$ cat src/square_matrix_rotate_cw_defines.svh
// Assertion macros shared by the matrix rotate block.
// Included by the controller and the datapath; depends on nothing else.
`ifndef SQUARE_MATRIX_ROTATE_CW_DEFINES_SVH
`define SQUARE_MATRIX_ROTATE_CW_DEFINES_SVH

// Same-cycle implication.
`define SMRC_ASSERT_NOW(label, clk, rst, ante, cons, msg) \
   label: assert property (@(posedge clk) disable iff (rst) (ante) |-> (cons)) \
      else $error(msg);

// Next-cycle implication.
`define SMRC_ASSERT_NEXT(label, clk, rst, ante, cons, msg) \
   label: assert property (@(posedge clk) disable iff (rst) (ante) |=> (cons)) \
      else $error(msg);

`endif

$ cat src/smrc_pkg.sv
// Shared types and constants of the matrix rotate block.
// Used by the controller, the datapath and the top level; depends on nothing.
package smrc_pkg;

   localparam int VALUE_BITS = 16;
   localparam int CFG_BITS   = 6;

   localparam logic ACT_LOAD  = 1'b0;
   localparam logic ACT_FETCH = 1'b1;

   typedef struct packed {
      logic load;
      logic read;
      logic reject;
      logic capture;
   } ctl_cmd_type;

   typedef struct packed {
      logic frame_full;
   } dp_status_type;

endpackage

$ cat src/smrc_ctrl.sv
// Handshake controller of the matrix rotate block: accepts words, issues
// datapath commands and owns the result valid. Depends on smrc_pkg and the defines header.
`include "square_matrix_rotate_cw_defines.svh"

module smrc_ctrl (
   input  logic                  clock,
   input  logic                  reset,
   input  logic                  req_tvalid,
   input  logic                  req_action,
   output logic                  req_tready,
   output logic                  rsp_tvalid,
   input  logic                  rsp_tready,
   input  smrc_pkg::dp_status_type status,
   output smrc_pkg::ctl_cmd_type  cmd
);

   typedef enum logic {
      ST_IDLE,
      ST_READ
   } state_type;

   state_type state_ff, state_in;
   logic      valid_ff, valid_in;
   logic      accept;

   assign req_tready = (state_ff == ST_IDLE) && (!valid_ff || rsp_tready);
   assign accept     = req_tvalid && req_tready;
   assign rsp_tvalid = valid_ff;

   always_comb begin
      cmd.load    = accept && (req_action == smrc_pkg::ACT_LOAD);
      cmd.read    = accept && (req_action == smrc_pkg::ACT_FETCH) && status.frame_full;
      cmd.reject  = accept && (req_action == smrc_pkg::ACT_FETCH) && !status.frame_full;
      cmd.capture = (state_ff == ST_READ);
   end

   always_comb begin
      state_in = state_ff;
      case (state_ff)
         ST_IDLE: begin
            if (cmd.read) begin
               state_in = ST_READ;
            end
         end
         ST_READ: begin
            state_in = ST_IDLE;
         end
         default: begin
            state_in = ST_IDLE;
         end
      endcase

      valid_in = valid_ff;
      if (cmd.capture || cmd.reject) begin
         valid_in = 1'b1;
      end else if (rsp_tready) begin
         valid_in = 1'b0;
      end
   end

   always_ff @(posedge clock) begin
      if (reset) begin
         state_ff <= ST_IDLE;
         valid_ff <= 1'b0;
      end else begin
         state_ff <= state_in;
         valid_ff <= valid_in;
      end
   end

   `SMRC_ASSERT_NEXT(a_read_then_capture, clock, reset, cmd.read, cmd.capture, "read not followed by capture")
   `SMRC_ASSERT_NEXT(a_capture_sets_valid, clock, reset, cmd.capture || cmd.reject, valid_ff, "result lost")
   `SMRC_ASSERT_NOW(a_no_accept_when_blocked, clock, reset, valid_ff && !rsp_tready, !req_tready, "accept while result stalled")

endmodule

$ cat config.mk
export PLATFORM = sky130hd
export DESIGN_NAME = smrc_ctrl
export DESIGN_NICKNAME = d
export VERILOG_FILES = /design/src/smrc_pkg.sv /design/src/smrc_ctrl.sv
export VERILOG_INCLUDE_DIRS = /design/src /design/src/src
export SDC_FILE = /design/constraint.sdc
export NUM_CORES = 1
export LEC_CHECK = 0
export ABC_CLOCK_PERIOD_IN_PS = 2350
export BUFFER_PORTS_ARGS = -buffer_cell sky130_fd_sc_hd__buf_4
export CAP_MARGIN = 20
export CORE_AREA = 10 10 47 49
export DETAILED_ROUTE_END_ITERATION = 8
export DIE_AREA = 0 0 57 59
export PLACE_DENSITY = 0.3
export SLEW_MARGIN = 20
export SYNTH_ARGS = -nofsm -noshare
export SYNTH_HDL_FRONTEND = slang
export SYNTH_SLANG_ARGS = --single-unit
$ cat constraint.sdc
create_clock -name clock -period 2.35 [get_ports clock]
set_clock_uncertainty 0.05 [all_clocks]
set_input_delay 0.47 -clock clock [delete_from_list [all_inputs] [get_ports clock]]
set_output_delay 0.47 -clock clock [all_outputs]
set_load 0.005 [all_outputs]
Word level (Yosys, flattened, before mapping):

Cells that the tools add are included.

* register bits: 2
* input port bits: 6
* output and inout bits: 6

* multiplexer cells: 4
* bitwise operators: 2
* reductions and logical operators: 11

Operator list (number)
* logical AND 1 bit: 6
* two-way mux 1 bit: 3
* zero test 1 bit: 2
* logical OR 1 bit: 2
* inverter 1 bit: 2
* one-hot mux 1 bit (2 select lines): 1
* nonzero test 2 bit: 1

Depth between registers and ports, before layout:

Gate-level depths: netlist (run 1).

* depth after elaboration: 8
* gate-level depth with buffers: 2
* depth with buffers taken out: 2

Worst setup path after synthesis (run 1):

OpenSTA, ideal clock, no wires.

* path type: input to output
* from: in status
* to: out cmd[1] in the netlist's numbering
* arrival: 0.883 ns
* required time: 1.830 ns
* slack: 0.947 ns
* cell stages on the path: 2
* cell sequence: and3b_1 -> nor3b_1

RTL lines
* from (decl): RTL line smrc_ctrl.sv:13 `input smrc_pkg::dp_status_type status,`
* to (decl): RTL line smrc_ctrl.sv:14 `output smrc_pkg::ctl_cmd_type cmd`

==> results.toml, run 1 <==
[status]
status = "completed"

[floorplan]
die_area_mm2 = 0.003363
die_h_um = 59
die_w_um = 57
pin_count = 12
core_mm2 = 0.001401
rows = 14
start_util_pct = 8.482

[min_path]
min_to = "state_ff"
min_path_type = "input port to register"
hold_depth = 2
hp-start = "reset"

[cts]
h-tree-depth = 1
clk_pin_slew_ns = 0.03
cts_tree = "built"
cts.sinks = 2
cts_resized = 0
clk_latency_ns = 0.22
root_buffer = "clkbuf_4"
hold_buffers = 0
cts.path.max_buffers = 2
cts_setup_buffers = 0
cts_buffers = 3

[layout]
final_area_um2 = 236.5
fillCellCount = 171
multi_input_area_um2 = 67.56
drive_gt1_share_pct = 57.69
n_antenna_cell = 0
seqCellArea_um2 = 40.04
synthToLayoutAreaGrowth_pct = 98.95
utilization_pct = 16.88
final_nets = 34

[place]
port_buffers = 11
postPlaceCellArea_um2 = 214.0
gp_congestion = 0.6478

[global_route]
grt_pass1_vias = 156
grt.total_usage_pct = 3.109
overflow = 0
grt_first_pass_wirelength_um = 710
antenna_found_initial = 0
grt_max_degree = 8

[run]
drv_cap = 0

[timing]
layout_min_cycle_time_ns = 1.657
fmax_mhz = 603.6
period_share_pct = 70.50
hold_viol_final = 0
rsz0062_at_grt = "no"
setup_viol = 0
final_max_slew_viol_count = 0
setup_tns_ns = 0
maxSlewHeadroom_pct = 82.28
worstMarginPinSlew_ns = 0.2633

[synth]
netlist_instances = 13
synth_edf_count = 0
ys.flop_type = "dfxtp_1"
syn-mean-instance-area_um2 = 9.143
synth_nets = 19
yosys-top-cells-area = "dfxtp_1 34%, nor2b_4 12%, and3b_1 7.4%"
synth-seq-cells = 2
synth_most_common_cell = "dfxtp_1"
ys_seq_area_share_pct = 33.68
synth_warnings = 0
synth.top_cell.area_share_pct = 33.68
synth_cell_types = 12
syn_area_um2 = 118.9
synth_top_cell_by_area = "dfxtp_1"
synthArstFlopShare_pct = 0

[route]
wl_per_cell_um = 10.79
drc = 0
first_pass_iters = 1
drt_iter0_markers = 0
via_per_inst = 3.524
routed_wl_um = 453
vias = 148
ant_nets = 0

[setup_path]
path_max_fanout = 2
reg2regPathDepth = 2
cp-start-kind = "input port"
reg2reg_from = "rsp_tvalid"
arrival_ns = 1.14
end_kind = "output pin"
critPathRequiredTime_ns = 1.83
timing.reg2reg.setup_slack_ns = 1.48
r2r-end = "rsp_tvalid"
path_class = "input port to output pin"

[power_and_ir_drop]
powerDensity_mw_per_mm2 = 570.1
p_leak_nw = 0.1121
peakVddDrop_mv = 0.1408
## kinds of logic (layout without fill, tap and decap cells)
| family | after synthesis | count (layout) | synth area share, % |
|---|---|---|---|
| buf+inv | 2 | 15 | 9.473 |
| simple gates | 8 | 8 | 49.47 |
| flops | 2 | 2 | 33.69 |
| compound gates | 1 | 1 | 7.370 |
## area by class of cell
type	count	area share (%)
inverter	1	1.587
clock buffer	3	9.524
timing repair buffer	11	34.92
multi-input combinational	9	28.57
sequential	2	16.93
tap	16	8.466
## cells in the final DEF, fill, tap and decap left out
master    instances
nor3_1            1
nand3_1           1
and3b_1           1
clkbuf_4          3
nor2b_4           1
buf_4            11
nor3b_1           1
nor2_1            1
o31a_1            1
nor4_1            1
inv_1             1
nor4b_1           1
dfxtp_1           2
## sequential cells by signal (all words and copies together) (netlist names)
| register | count |
|---|---|
| rsp_tvalid | 1 |
| state_ff | 1 |
## worst max-delay path: stages
cell and delay, ns:
buf_4 0.11, and3b_1 0.22, nor3b_1 0.19, buf_4 0.14
## stage by stage
step                      std cells  setup slack, ns  hold slack (ns)  power, mW
after global routing             42           0.6107           0.3896     0.1428
after CTS                        42           0.6879           0.3689     0.1410
after detailed placement         39           0.7006           0.5448    0.06057
final                            42           0.6932           0.3798     0.1348
after floorplan                  13           0.9465           0.4600    0.04487
after global placement           39           0.6987           0.5189    0.06069
## power breakdown
group          internal, mW  switching (mW)  leakage [nW]
clock                0.0563          0.0188        0.0138
sequential           0.0356         0.00133        0.0163
combinational        0.0148         0.00795        0.0819
total                 0.107          0.0281         0.112
## how the worst max path moves through the flow
| stage | from | endpoint | slack (ns) | depth (start not counted) |
|---|---|---|---|---|
| detailed placement | status | cmd[1] | 0.70 | 4 |
| finish | status | cmd[1] | 0.69 | 4 |
| global placement | status | cmd[1] | 0.70 | 4 |
| global route | status | cmd[1] | 0.61 | 4 |
| floorplan | status | cmd[1] | 0.95 | 2 |
| CTS | status | cmd[1] | 0.69 | 4 |
## per-layer routing
layer	GRT usage [%]	share of wire (%)
met1	3.318	55
met3	4.936	20
met2	2.326	25
met5	0	0
met4	2.013	0
No activity file was read; power rests on OpenSTA's default activity.
==> run 2: changes to the inputs <==
--- a/config.mk
+++ b/config.mk
@@ -6,7 +6,7 @@
 export SDC_FILE = /design/constraint.sdc
 export NUM_CORES = 1
 export LEC_CHECK = 0
-export ABC_CLOCK_PERIOD_IN_PS = 2350
+export ABC_CLOCK_PERIOD_IN_PS = 1600
 export BUFFER_PORTS_ARGS = -buffer_cell sky130_fd_sc_hd__buf_4
 export CAP_MARGIN = 20
 export CORE_AREA = 10 10 47 49
==> constraint.sdc (replaced) <==
create_clock -name clock -period 1.6 [get_ports clock]
set_clock_uncertainty 0.05 [all_clocks]
set_input_delay 0.32 -clock clock [delete_from_list [all_inputs] [get_ports clock]]
set_output_delay 0.32 -clock clock [all_outputs]
set_load 0.005 [all_outputs]
==> results.toml, run 2 (synthesis gave the netlist of run 1 again) <==
[power_and_ir_drop]
powerDensity_mw_per_mm2 = 845.6
peakVddDrop_mv = 0.2306
p_leak_nw = 0.1121

[cts]
clk_latency_ns = 0.22
cts_tree = "built"
cts_resized = 0
root_buffer = "clkbuf_4"
cts.sinks = 2
hold_buffers = 0
clk_pin_slew_ns = 0.03
cts_setup_buffers = 0
cts_buffers = 3
h-tree-depth = 1
cts.path.max_buffers = 2

[setup_path]
end_kind = "output pin"
crit_start = "rsp_tvalid"
reg2regPathDepth = 2
critPathMaxStageDelay_ns = 0.30
path_class = "register to output pin"
cp_cell_sequence = "nor2b_4, nor4b_1, buf_4"
path_max_fanout = 6
r2r-end = "rsp_tvalid"
reg2reg_from = "rsp_tvalid"
arrival_ns = 1.08
cp-start-kind = "register"
timing.reg2reg.setup_slack_ns = 0.72
critPathRequiredTime_ns = 1.23
endpoint = "cmd[3]"
cp_slowest_cell = "dfxtp_1"

[layout]
fillCellCount = 165
multi_input_area_um2 = 67.56
n_antenna_cell = 0
final_nets = 34
final_common_cell = "buf_4"
drive_gt1_share_pct = 57.69
utilization_pct = 16.88
synthToLayoutAreaGrowth_pct = 98.95
final_area_um2 = 236.5
seqCellArea_um2 = 40.04
mostFrequentLayoutCells = "11 x buf_4, 3 x clkbuf_4, 2 x dfxtp_1"

[global_route]
grt.total_usage_pct = 3.410
grt_first_pass_wirelength_um = 759
grt_pass1_vias = 174
grt_max_degree = 8
overflow = 0
antenna_found_initial = 0

[timing]
hold_viol_final = 0
worstMarginPinSlew_ns = 0.2514
final_max_slew_viol_count = 0
setup_viol = 0
maxSlewHeadroom_pct = 83.00
fmax_mhz = 691.1
period_share_pct = 90.43
layout_min_cycle_time_ns = 1.447
setup_tns_ns = 0
rsz0062_at_grt = "no"

[route]
drc = 0
routed_wl_um = 460
via_per_inst = 3.405
drt_iter0_markers = 0
vias = 143
wl_per_cell_um = 10.95
first_pass_iters = 1
ant_nets = 0

[floorplan]
die_w_um = 57
core_mm2 = 0.001401
die_h_um = 59
start_util_pct = 8.482
die_area_mm2 = 0.003363
pin_count = 12
rows = 14

[status]
status = "completed"

[run]
drv_cap = 0

[place]
dpl.hpwl_um = 367.9
postPlaceCellArea_um2 = 214.0
port_buffers = 11
gp_congestion = 0.6446

[min_path]
min_path_type = "input port to register"
[run 2: layout make-up]
class,instances,area share [%]
timing repair buffer,11,34.92
multi-input combinational,9,28.57
sequential,2,16.93
clock buffer,3,9.524
tap,16,8.466
inverter,1,1.587
[run 2: worst min-delay path by stage]
stage / cells after the start / slack (ns) / startpoint / end
finish: 2 / 0.22 / reset / state_ff
global route: 2 / 0.21 / reset / state_ff
CTS: 2 / 0.20 / reset / state_ff
detailed placement: 2 / 0.45 / reset / state_ff
global placement: 2 / 0.45 / reset / state_ff
floorplan: 1 / 0.35 / reset / state_ff
[run 2: power breakdown]
group          total, mW  internal [mW]  switching, mW
Clock              0.112         0.0828         0.0294
Combinational     0.0335         0.0217         0.0118
Sequential        0.0543         0.0524        0.00195
Total              0.200          0.157         0.0431
[run 2: critical path, delay by kind of cell, from the launching register on]
family | cells | cell delay, ns
AND/OR/NAND/NOR | 2 | 0.39
flip-flops | 1 | 0.30
buffers and inverters | 1 | 0.16
[run 2: per-layer routing]
metal	vias up	part of all wire, %	track usage (%)
li1	75	-	-
met1	56	48	3.314
met2	12	28	2.326
met3	0	24	4.506
met4	0	0	5.034
met5	-	0	0
[run 2: per-stage QoR]
step / worst slack (ns) / hold WS [ns] / std cells / power, mW
2_1_floorplan: 0.4965 / 0.3485 / 13 / 0.06590
3_3_place_gp: 0.2478 / 0.4520 / 39 / 0.08908
3_5_place_dp: 0.2576 / 0.4487 / 39 / 0.08901
4_1_cts: 0.1125 / 0.2016 / 42 / 0.2129
5_1_grt: 0.04595 / 0.2105 / 42 / 0.2173
6_report: 0.1531 / 0.2168 / 42 / 0.2000
==> run 3: changes to the inputs <==
--- a/config.mk
+++ b/config.mk
@@ -9,10 +9,11 @@
 export ABC_CLOCK_PERIOD_IN_PS = 1600
 export BUFFER_PORTS_ARGS = -buffer_cell sky130_fd_sc_hd__buf_4
 export CAP_MARGIN = 20
-export CORE_AREA = 10 10 47 49
+export CORE_AREA = 4 4 41 43
 export DETAILED_ROUTE_END_ITERATION = 8
-export DIE_AREA = 0 0 57 59
+export DIE_AREA = 0 0 45 47
 export PLACE_DENSITY = 0.3
+export REMOVE_ABC_BUFFERS = 1
 export SLEW_MARGIN = 20
 export SYNTH_ARGS = -nofsm -noshare
 export SYNTH_HDL_FRONTEND = slang
==> results.toml, run 3 (synthesis gave the netlist of run 1 again) <==
[global_route]
overflow = 0
grt_first_pass_wirelength_um = 703
grt_max_degree = 8
grt.total_usage_pct = 5.354
antenna_found_initial = 0
grt_pass1_vias = 190

[timing]
setup_tns_ns = 0
layout_min_cycle_time_ns = 1.426
final_max_slew_viol_count = 0
fmax_mhz = 701.4
period_share_pct = 89.10
worstMarginPinSlew_ns = 0.2415
hold_viol_final = 0
maxSlewHeadroom_pct = 83.68
rsz0062_at_grt = "no"
setup_viol = 0

[cts]
clk_latency_ns = 0.22
root_buffer = "clkbuf_4"
h-tree-depth = 1
cts.sinks = 2
hold_buffers = 0
clk_pin_slew_ns = 0.03
cts_resized = 0
cts_tree = "built"
cts.path.max_buffers = 2
cts_setup_buffers = 0
cts_buffers = 3

[floorplan]
start_util_pct = 9.135
rows = 13
die_w_um = 45
pin_count = 12
die_h_um = 47
die_area_mm2 = 0.002115
core_mm2 = 0.001301

[layout]
mostFrequentLayoutCells = "11 x buf_4, 3 x clkbuf_4, 2 x dfxtp_1"
drive_gt1_share_pct = 57.69
n_antenna_cell = 0
final_common_cell = "buf_4"
fillCellCount = 156
final_nets = 34
synthToLayoutAreaGrowth_pct = 97.90
utilization_pct = 18.08

[setup_path]
critPathRequiredTime_ns = 1.23
reg2regPathDepth = 2
reg2reg_from = "rsp_tvalid"
path_class = "register to output pin"
path_max_fanout = 6
critPathMaxStageDelay_ns = 0.30
end_kind = "output pin"
crit_start = "rsp_tvalid"
timing.reg2reg.setup_slack_ns = 0.73
cp_cell_sequence = "nor2b_4, nor4b_1, buf_4"
cp_slowest_cell = "dfxtp_1"
cp-start-kind = "register"
r2r-end = "rsp_tvalid"
crit_buf_inv = 1
crit_family = "simple AND/OR/NAND/NOR gates"
arrival_ns = 1.06

[route]
routed_wl_um = 398
met2_length_um = 159
drc = 0
wl_per_cell_um = 9.707
vias = 151
via_per_inst = 3.683
ant_nets = 0
wl_met3_um = 53
wl_met1_um = 185
maxUsedRoutingLayer = "met3"
first_pass_iters = 2
drt_iter0_markers = 1

[place]
dpl.hpwl_um = 301.6
port_buffers = 11
gp_congestion = 0.6139

[run]
drv_cap = 0

[power_and_ir_drop]
p_leak_nw = 0.1121
powerDensity_mw_per_mm2 = 845.3
peakVddDrop_mv = 0.1799
swShare_pct = 21.14
p_switching_mw = 0.04202
clockPowerShare_pct = 56.0
power.share.sequential_pct = 27.3
power_mw = 0.1988
p_int_mw = 0.1568
power_frac_comb_pct = 16.7

[min_path]
hp-start = "reset"
min_to = "state_ff"
hold_depth = 2
min_path_type = "input port to register"

[status]
status = "completed"
run 3: final cells by class:
class / instances / area, um2 / area share [%]
well taps: 15 / 18.77 / 7.979
flip-flops and latches: 2 / 40.04 / 17.02
repair buffers: 11 / 82.58 / 35.11
inverters: 1 / 3.754 / 1.596
clock buffers: 3 / 22.52 / 9.574
multi-input cells: 9 / 67.56 / 28.72
run 3: worst max-delay path by stage:
| stage | depth (start not counted) | end |
|---|---|---|
| 3_5_place_dp | 4 | cmd[1] |
| 4_1_cts | 3 | cmd[3] |
| 5_1_grt | 3 | cmd[3] |
| 6_report | 3 | cmd[3] |
| 2_1_floorplan | 2 | cmd[1] |
| 3_3_place_gp | 4 | cmd[1] |
run 3: per-stage QoR:
step / hold WS (ns) / setup slack, ns / instance area, um2 / std cells
after detailed placement: 0.4544 / 0.2581 / 212.7 / 38
after CTS: 0.2137 / 0.1401 / 235.2 / 41
final: 0.2254 / 0.1744 / 235.2 / 41
after floorplan: 0.3485 / 0.4965 / 111.4 / 12
after global routing: 0.2186 / 0.04768 / 235.2 / 41
after global placement: 0.4528 / 0.2552 / 212.7 / 38
run 3: per-layer routing:
layer,up-vias,track usage (%)
li1,76,-
met1,64,5.405
met2,11,5.932
met3,0,3.065
met4,0,8.772
met5,-,0
run 3: power groups by stage:
stage	Clock, mW	Combinational [mW]	Sequential [mW]
CTS	0.121	0.0337	0.0543
floorplan	0	0.0102	0.0548
global placement	0	0.0341	0.0549
detailed placement	0	0.0334	0.0550
global route	0.126	0.0372	0.0546
finish	0.111	0.0331	0.0543
